### src/sdtlb_pkg.sv
// Shared codes, request control struct and controller states of the split TLB.
package sdtlb_pkg;

    localparam logic [1:0] CMD_LOOKUP = 2'd0;
    localparam logic [1:0] CMD_FILL   = 2'd1;
    localparam logic [1:0] CMD_FLUSH  = 2'd2;

    localparam logic [1:0] KIND_READ  = 2'd0;
    localparam logic [1:0] KIND_WRITE = 2'd1;
    localparam logic [1:0] KIND_FETCH = 2'd2;

    localparam int TABLE_COUNT = 3;

    typedef struct packed {
        logic [1:0] cmd;
        logic [1:0] kind;
        logic       allowed;
    } req_ctrl_t;

    typedef enum logic [1:0] {
        ST_CLEAR,
        ST_IDLE,
        ST_EXEC,
        ST_SWEEP
    } state_t;

endpackage

### src/sdtlb_update.sv
// Tag match, translation and row update for one read-modify-write of a row.
module sdtlb_update #(
    parameter int TAG_BITS  = 52,
    parameter int ADDR_BITS = 64,
    parameter int ROW_BITS  = 3 * (1 + 52 + 64)
) (
    input  sdtlb_pkg::req_ctrl_t  ctrl,
    input  logic [ADDR_BITS-1:0]  va,
    input  logic [ADDR_BITS-1:0]  pa,
    input  logic [TAG_BITS-1:0]   vpn,
    input  logic [ROW_BITS-1:0]   rd_row,
    output logic                  hit,
    output logic [ADDR_BITS-1:0]  addr,
    output logic                  wr_en,
    output logic [ROW_BITS-1:0]   wr_row
);
    import sdtlb_pkg::*;

    localparam int EW = 1 + TAG_BITS + ADDR_BITS;

    logic                 match [TABLE_COUNT];
    logic [ADDR_BITS-1:0] offset [TABLE_COUNT];

    always_comb
    begin
        for (int t = 0; t < TABLE_COUNT; t++)
        begin
            offset[t] = rd_row[t*EW +: ADDR_BITS];
            match[t]  = rd_row[t*EW + EW - 1]
                        && (rd_row[t*EW + ADDR_BITS +: TAG_BITS] == vpn);
        end
    end

    always_comb
    begin
        wr_row = rd_row;
        wr_en  = 1'b0;
        hit    = 1'b0;
        addr   = '0;
        unique case (ctrl.cmd)
            CMD_LOOKUP:
            begin
                for (int t = 0; t < TABLE_COUNT; t++)
                begin
                    if (ctrl.kind == 2'(t) && match[t])
                    begin
                        hit  = 1'b1;
                        addr = offset[t] + va;
                    end
                end
            end
            CMD_FILL:
            begin
                for (int t = 0; t < TABLE_COUNT; t++)
                begin
                    if (ctrl.kind == 2'(t) && ctrl.allowed)
                    begin
                        wr_en = 1'b1;
                        wr_row[t*EW +: EW] = {1'b1, vpn, pa - va};
                    end
                end
            end
            CMD_FLUSH:
            begin
                // drop the matching entry of every table, keep the rest
                wr_en = 1'b1;
                for (int t = 0; t < TABLE_COUNT; t++)
                begin
                    if (match[t])
                    begin
                        wr_row[t*EW + EW - 1] = 1'b0;
                    end
                end
            end
            default:
            begin
                wr_en = 1'b0;
            end
        endcase
    end

endmodule

### config.mk
export PLATFORM = sky130hd
export DESIGN_NAME = sdtlb_update
export DESIGN_NICKNAME = d
export VERILOG_FILES = /design/src/sdtlb_pkg.sv /design/src/sdtlb_update.sv
export SDC_FILE = /design/constraint.sdc
export NUM_CORES = 1
export LEC_CHECK = 0
export BUFFER_PORTS_ARGS = -buffer_cell sky130_fd_sc_hd__buf_2
export CAP_MARGIN = 20
export CORE_AREA = 2 2 372 374
export DETAILED_ROUTE_END_ITERATION = 7
export DIE_AREA = 0 0 374 376
export PLACE_DENSITY = 0.42
export SLEW_MARGIN = 20
export SYNTH_ARGS = -nofsm -noshare
export SYNTH_HDL_FRONTEND = slang
export SYNTH_SLANG_ARGS = --single-unit
### constraint.sdc
create_clock -name vclk -period 2.9
set_input_delay 0 -clock vclk [all_inputs]
set_output_delay 0 -clock vclk [all_outputs]
set_load 0.01 [all_outputs]
==> metrics.md, run 1 <==
| Metric | Value |
|---|---|
| HPWL after detailed placement | `166000 µm` |
| Die area | `141000 µm²` |
| Crit path DAT | `3570 ps` |
| Num sequential | `0` |
| Largest net degree at the start of global routing | `69` |
| Clock buffers | `0` |
| PD cells | `225 nW/µm²` |
| Avg WL per Cell | `26.5 µm` |
| Cell-by-cell listing of the critical path | `buf_8, buf_6, ha_4, fa_2, a211oi_2, o211ai_1, nand4b_1, buf_6, a21o_1, nor3_4, o21ai_1, buf_4, o21ai_4, buf_6, a21oi_4, o21bai_1, a21oi_2, xor2_2, a221oi_2, buf_4, buf_6` |
| Syn_area_per_cell | `6.03 µm²` |
| DR vias/cell | `4.82` |
| Register area share after synthesis | `0` |
| Antenna violations before repair | `57` |
| Yosys cell types | `89` |
| Peak VDD IR | `88.9 µV` |
| DR vias | `34400` |
| Synth Warn # | `0` |
| GRT Util Overall | `0.252` |
| Die span in y | `376 µm` |
| Minimum clock period | `3570 ps` |
| WS Path Type | `in -> out` |
| First-pass GRT wire length | `256000 µm` |
| Slew @ Worst Pin | `705 ps` |
| Placer Congestion | `1.02` |
| Mapped Nets | `4312` |
| Vias in the first global route | `33400` |
| Initial Util | `0.155` |
| DIE WIDTH | `374 µm` |
| TritonRoute pass-1 iters | `6` |
| Core box area | `137000 µm²` |
| Layout cells sized above 1 | `0.471` |
| Leakage | `20.0 nW` |
| Fillcell total | `15400` |
| Area growth from synthesis to layout | `90.2%` |
| Maxcap violations | `0` |
| Cells after Synth | `3517` |
| Port Buffers | `953` |
| Final setup fails | `157` |
| CP Launch Type | `primary input` |
| Status | `complete, but fails checks` |
| CP required | `2900 ps` |
| Finished Layout Cells | `7136` |
| Area contributors post-synth | `nand2_1, ha_1, xnor2_1, o21ai_0, xor2_1` |
| Synth area leader | `nand2_1` |
| Most frequent cells after synthesis | `nand2_1, o21ai_0, a21oi_1` |
| Slowest cell on crit path | `fa_2` |
| Most common cell in the netlist | `nand2_1` |
| Period utilization | `1.23` |
| DRT iter0 DRCs | `2975` |
| Layout Nets | `6112` |
| Placed Cells incl. Taps | `7005` |
| CP Max Fanout | `3` |
| Failing checks | `setup timing` |
| WL final | `189000 µm` |
| Setup TNS | `-48280 ps` |
| Final Max Slew Viols | `0` |
| Final Hold Viols | `0` |
| Area fraction of the dominant cell type after synthesis | `0.155` |
| Critical path origin | `va[0]` |
| Hold Path Class | `in -> out` |
| Rel. slew slack | `0.529` |
| Reg area | `0 µm²` |
| Fmax | `280 MHz` |
| Setup WS post-layout | `-673 ps` |
| Global route overflow | `0` |
| Mapped cell area | `21200 µm²` |
| Post-DRT Antenna Nets | `0` |
| CP max stage delay | `400 ps` |
| Ports | `953` |
| Worst Setup End Kind | `output port` |
| # rows | `136` |
| CP dominant cell by count | `buf_6` |
| RSZ-0062 raised after global routing | `yes` |
| Critical Path Sink | `addr[60]` |
| DR DRC count | `0` |
## power breakdown
| group | switching, W | internal [W] |
|---|---|---|
| clock | 0 | 0.00000000122 |
| sequential | 0 | 0 |
| combinational | 0.00500 | 0.00409 |
| total | 0.00500 | 0.00409 |
## critical path, delay by kind of cell
kind / cells / cell delay (ps)
xor+xnor: 1 / 110
compound gates: 9 / 1630
fa+ha+maj: 2 / 560
buf+inv: 7 / 1000
simple gates: 2 / 260
## stage by stage
step	instance area (µm²)	hold WS (ps)	worst slack [ps]	utilization	total power, W
final	40300	315	-673	0.295	0.00908
after global routing	40300	346	-757	0.295	0.00964
after CTS	38800	313	-678	0.284	0.00856
after detailed placement	34900	312	-1390	0.255	0.00758
after global placement	34900	317	-1430	0.255	0.00761
after floorplan	21200	115	130	-	0.00351
## how the worst min path moves through the flow
| stage | depth (start not counted) | end | slack [ps] | start |
|---|---|---|---|---|
| finish | 4 | wr_row[215] | 320 | rd_row[215] |
| floorplan | 2 | wr_row[100] | 120 | rd_row[100] |
| global placement | 4 | wr_row[215] | 320 | rd_row[215] |
| CTS | 4 | wr_row[215] | 310 | rd_row[215] |
| detailed placement | 4 | wr_row[215] | 310 | rd_row[215] |
| global route | 4 | wr_row[215] | 350 | rd_row[215] |
## logic make-up after synthesis
group	count (synthesis)	synth area share
AND/OR/NAND/NOR	1401	0.286
AO/OA/AOI/OAI	1110	0.329
XOR/XNOR	389	0.161
buffers and inverters	356	0.0686
adder cells (fa/ha/maj)	259	0.154
multiplexers	2	0.000944
## layer usage
metal	routed length, µm	vias to the layer above	global-route usage	part of all wire
met1	85600	16700	0.354	0.45
met2	84600	1345	0.405	0.45
li1	-	16100	-	-
met4	5150	18	0.0561	0.027
met3	13800	227	0.0335	0.073
met5	116	-	0	0.00061
## layout make-up
class                      count  area (µm²)  area share
antenna                       27        67.6     0.00168
multi-input combinational   3161       23200       0.575
timing repair buffer        2029       14300       0.355
inverter                     125         480      0.0119
tap                         1794        2240      0.0557
## layout by cell type, fill, tap and decap left out, types with 42 or more instances in the layout
cell,synthesis,routed
nor2_1,177,158
ha_4,0,42
a222oi_1,42,42
ha_1,255,203
nand3_1,55,44
o21ai_2,1,76
a21oi_1,295,243
xor2_1,180,145
o21ai_1,12,84
inv_1,125,116
o21ai_0,350,190
nand4_1,86,86
a21o_1,126,125
xnor2_1,209,179
buf_6,4,163
nand2_1,877,864
buf_4,5,928
buf_2,9,884
## what timing repair did
item	CTS	global route
hold buffers	0	0
cloned	7	1
pin swaps	323	251
setup buffers	89	69
setup endpoints to repair	186	180
resized for setup	718	279
(Power assumes the default switching activity.)
==> run 2: changes to the inputs <==
--- a/config.mk
+++ b/config.mk
@@ -10,6 +10,7 @@
 export CORE_AREA = 2 2 372 374
 export DETAILED_ROUTE_END_ITERATION = 7
 export DIE_AREA = 0 0 374 376
+export MAX_ROUTING_LAYER = met4
 export PLACE_DENSITY = 0.42
 export SLEW_MARGIN = 20
 export SYNTH_ARGS = -nofsm -noshare
==> run 2 against run 1 <==
  * The run still ends with setup timing left
  * Count of clock-buffer cells in the layout unchanged
  * Sequential share of layout area is the same
  * Worst setup slack worse by 140 ps
  * Hold slack improved by 7.8 ps
  * Maximum frequency down 3.7%
  * Non-clock buffer count grew 1
  * Design area is 1.4% lower
  * Utilization decreased by 0.42 points
  * Critical path depth is 1 lower
  * Via count fell by 0.76%
  * First-iteration DRC count shrank 9.4%
  * Critical endpoint is now addr[44]
==> metrics.md, run 2 (same netlist as run 1, synthesis figures left out) <==
| Metric | Value |
|---|---|
| Setup WS post-layout | `-810 ps (was -673 ps)` |
| First-pass GRT wire length | `255000 µm (was 256000 µm)` |
| Initial Util | `0.155 (unchanged)` |
| DR vias/cell | `4.77 (was 4.82)` |
| TritonRoute pass-1 iters | `8 (was 6)` |
| RSZ-0062 raised after global routing | `yes (unchanged)` |
| Clock share of power | `0 (about the same)` |
| Rel. slew slack | `0.375 (was 0.529)` |
| GRT Util Overall | `0.259 (was 0.252)` |
| Commonest non-fill, non-tap cell in the layout | `buf_4 (unchanged)` |
| Worst Hold End | `wr_row[145] (was wr_row[215])` |
| Maxcap violations | `0 (unchanged)` |
| WS Path Type | `in -> out (unchanged)` |
| Antenna violations before repair | `59 (was 57)` |
| Die area | `141000 µm² (unchanged)` |
| Global route overflow | `0 (unchanged)` |
| Hold Path Origin | `rd_row[145] (was rd_row[215])` |
| Port Buffers | `953 (unchanged)` |
| Minimum clock period | `3710 ps (was 3570 ps)` |
| Placer Congestion | `1.09 (was 1.02)` |
| Final setup fails | `163 (was 157)` |
| Num sequential | `0 (unchanged)` |
| DIE WIDTH | `374 µm (unchanged)` |
| Sw frac | `0.558 (was 0.550)` |
| WHS Path Cells | `4 (unchanged)` |
| Hold Path Class | `in -> out (unchanged)` |
| Avg WL per Cell | `26.6 µm (was 26.5 µm)` |
| Crit path DAT | `3710 ps (was 3570 ps)` |
| Slew @ Worst Pin | `927 ps (was 705 ps)` |
| Setup TNS | `-43260 ps (was -48280 ps)` |
| DRT iter0 DRCs | `2695 (was 2975)` |
| Fmax | `270 MHz (was 280 MHz)` |
| Die span in y | `376 µm (unchanged)` |
| Worst Setup End Kind | `output port (unchanged)` |
| Leakage | `19.9 nW (was 20.0 nW)` |
| Reg area | `0 µm² (unchanged)` |
| Layout cells sized above 1 | `0.462 (was 0.471)` |
| Peak VDD IR | `71.5 µV (was 88.9 µV)` |
| Vias in the first global route | `33100 (was 33400)` |
| CP required | `2900 ps (about the same)` |
| Final Power | `0.00892 W (was 0.00908 W)` |
| Fillcell total | `15400 (about the same)` |
| Most frequent cells in the layout | `buf_4, buf_2, nand2_1, a21oi_1, ha_1 (unchanged)` |
| Clock buffers | `0 (unchanged)` |
| PD cells | `224 nW/µm² (was 225 nW/µm²)` |
| WL final | `190000 µm (was 189000 µm)` |
| Switch Pwr | `0.00498 W (was 0.00500 W)` |
| Status | `complete, but fails checks (unchanged)` |
| Largest net degree at the start of global routing | `76 (was 69)` |
| Final Hold Viols | `0 (unchanged)` |
| Final Max Slew Viols | `0 (unchanged)` |
| Period utilization | `1.28 (was 1.23)` |
| DR DRC count | `0 (unchanged)` |
| Layout Nets | `6113 (was 6112)` |
| Core box area | `137000 µm² (unchanged)` |
| CP Launch Type | `primary input (unchanged)` |
| # rows | `136 (unchanged)` |
| Area growth from synthesis to layout | `87.5% (was 90.2%)` |
| CP Max Fanout | `3 (unchanged)` |
| Internal power | `0.00394 W (was 0.00409 W)` |
| DR vias | `34100 (was 34400)` |
| HPWL after detailed placement | `168000 µm (was 166000 µm)` |
| Flop pwr share | `0 (about the same)` |
| Failing checks | `setup timing (unchanged)` |
| Ports | `953 (unchanged)` |
| Combinational Power Share | `1.000 (about the same)` |
| Post-DRT Antenna Nets | `0 (unchanged)` |
run 2: timing repair:
action | 4_1_cts | 5_1_grt
gates cloned | 0 | 5
buffers inserted | 45 | 66
setup endpoints to repair | 192 | 173
pin swaps | 200 | 236
hold buffers | 0 | 0
gates resized for setup | 466 | 408
run 2: per-stage QoR:
step	worst slack (ps)	instances	area (µm²)	utilization	hold slack [ps]
CTS	-822	7063	37600	0.275	325
global route	-896	7142	39700	0.291	348
global placement	-1510	7038	35100	0.257	322
detailed placement	-1550	7038	35100	0.257	324
floorplan	130	3517	21200	-	115
finish	-810	7150	39800	0.291	323
run 2: layout make-up:
class / instances / area [µm²] / share of cell area
diodes: 40 / 100 / 0.00252
inverters: 125 / 480 / 0.0121
multi-input cells: 3161 / 23000 / 0.578
well taps: 1794 / 2240 / 0.0565
repair buffers: 2030 / 14000 / 0.351
run 2: worst max-delay path by stage:
stage | end | slack [ps] | depth (start not counted) | from
global placement | wr_row[297] | -1510 | 20 | va[1]
detailed placement | wr_row[297] | -1550 | 20 | va[1]
global route | addr[44] | -900 | 20 | va[2]
floorplan | wr_row[295] | 130 | 14 | va[1]
finish | addr[44] | -810 | 20 | va[2]
CTS | addr[43] | -820 | 17 | va[2]
run 2: metal layers:
metal,vias to the layer above,global-route usage,part of all wire
li1,16100,-,-
met1,16500,0.352,0.46
met5,-,-,0
met2,1304,0.405,0.45
met3,197,0.0359,0.064
met4,0,0.0555,0.028
run 2: critical path: stages:
cell      delay, ps
buf_6           100
buf_6           120
ha_1            320
buf_4           130
a211oi_2         70
o211ai_1        340
nand4b_1        180
buf_6           180
a21o_1          210
nor3_4          230
nor2b_2          70
o21a_1          210
o41ai_2         220
buf_4           180
a21oi_1          80
xnor2_1         160
a222oi_1        470
buf_4           190
nor2_2           60
buf_2           170
run 2: power by group through the flow:
stage / logic, W / clock network, W / registers, W
4_1_cts: 0.00833 / 0 / 0
3_3_place_gp: 0.00768 / 0 / 0
6_report: 0.00892 / 0.00000000184 / 0
5_1_grt: 0.00946 / 0.00000000147 / 0
2_1_floorplan: 0.00351 / 0 / 0
3_5_place_dp: 0.00764 / 0 / 0
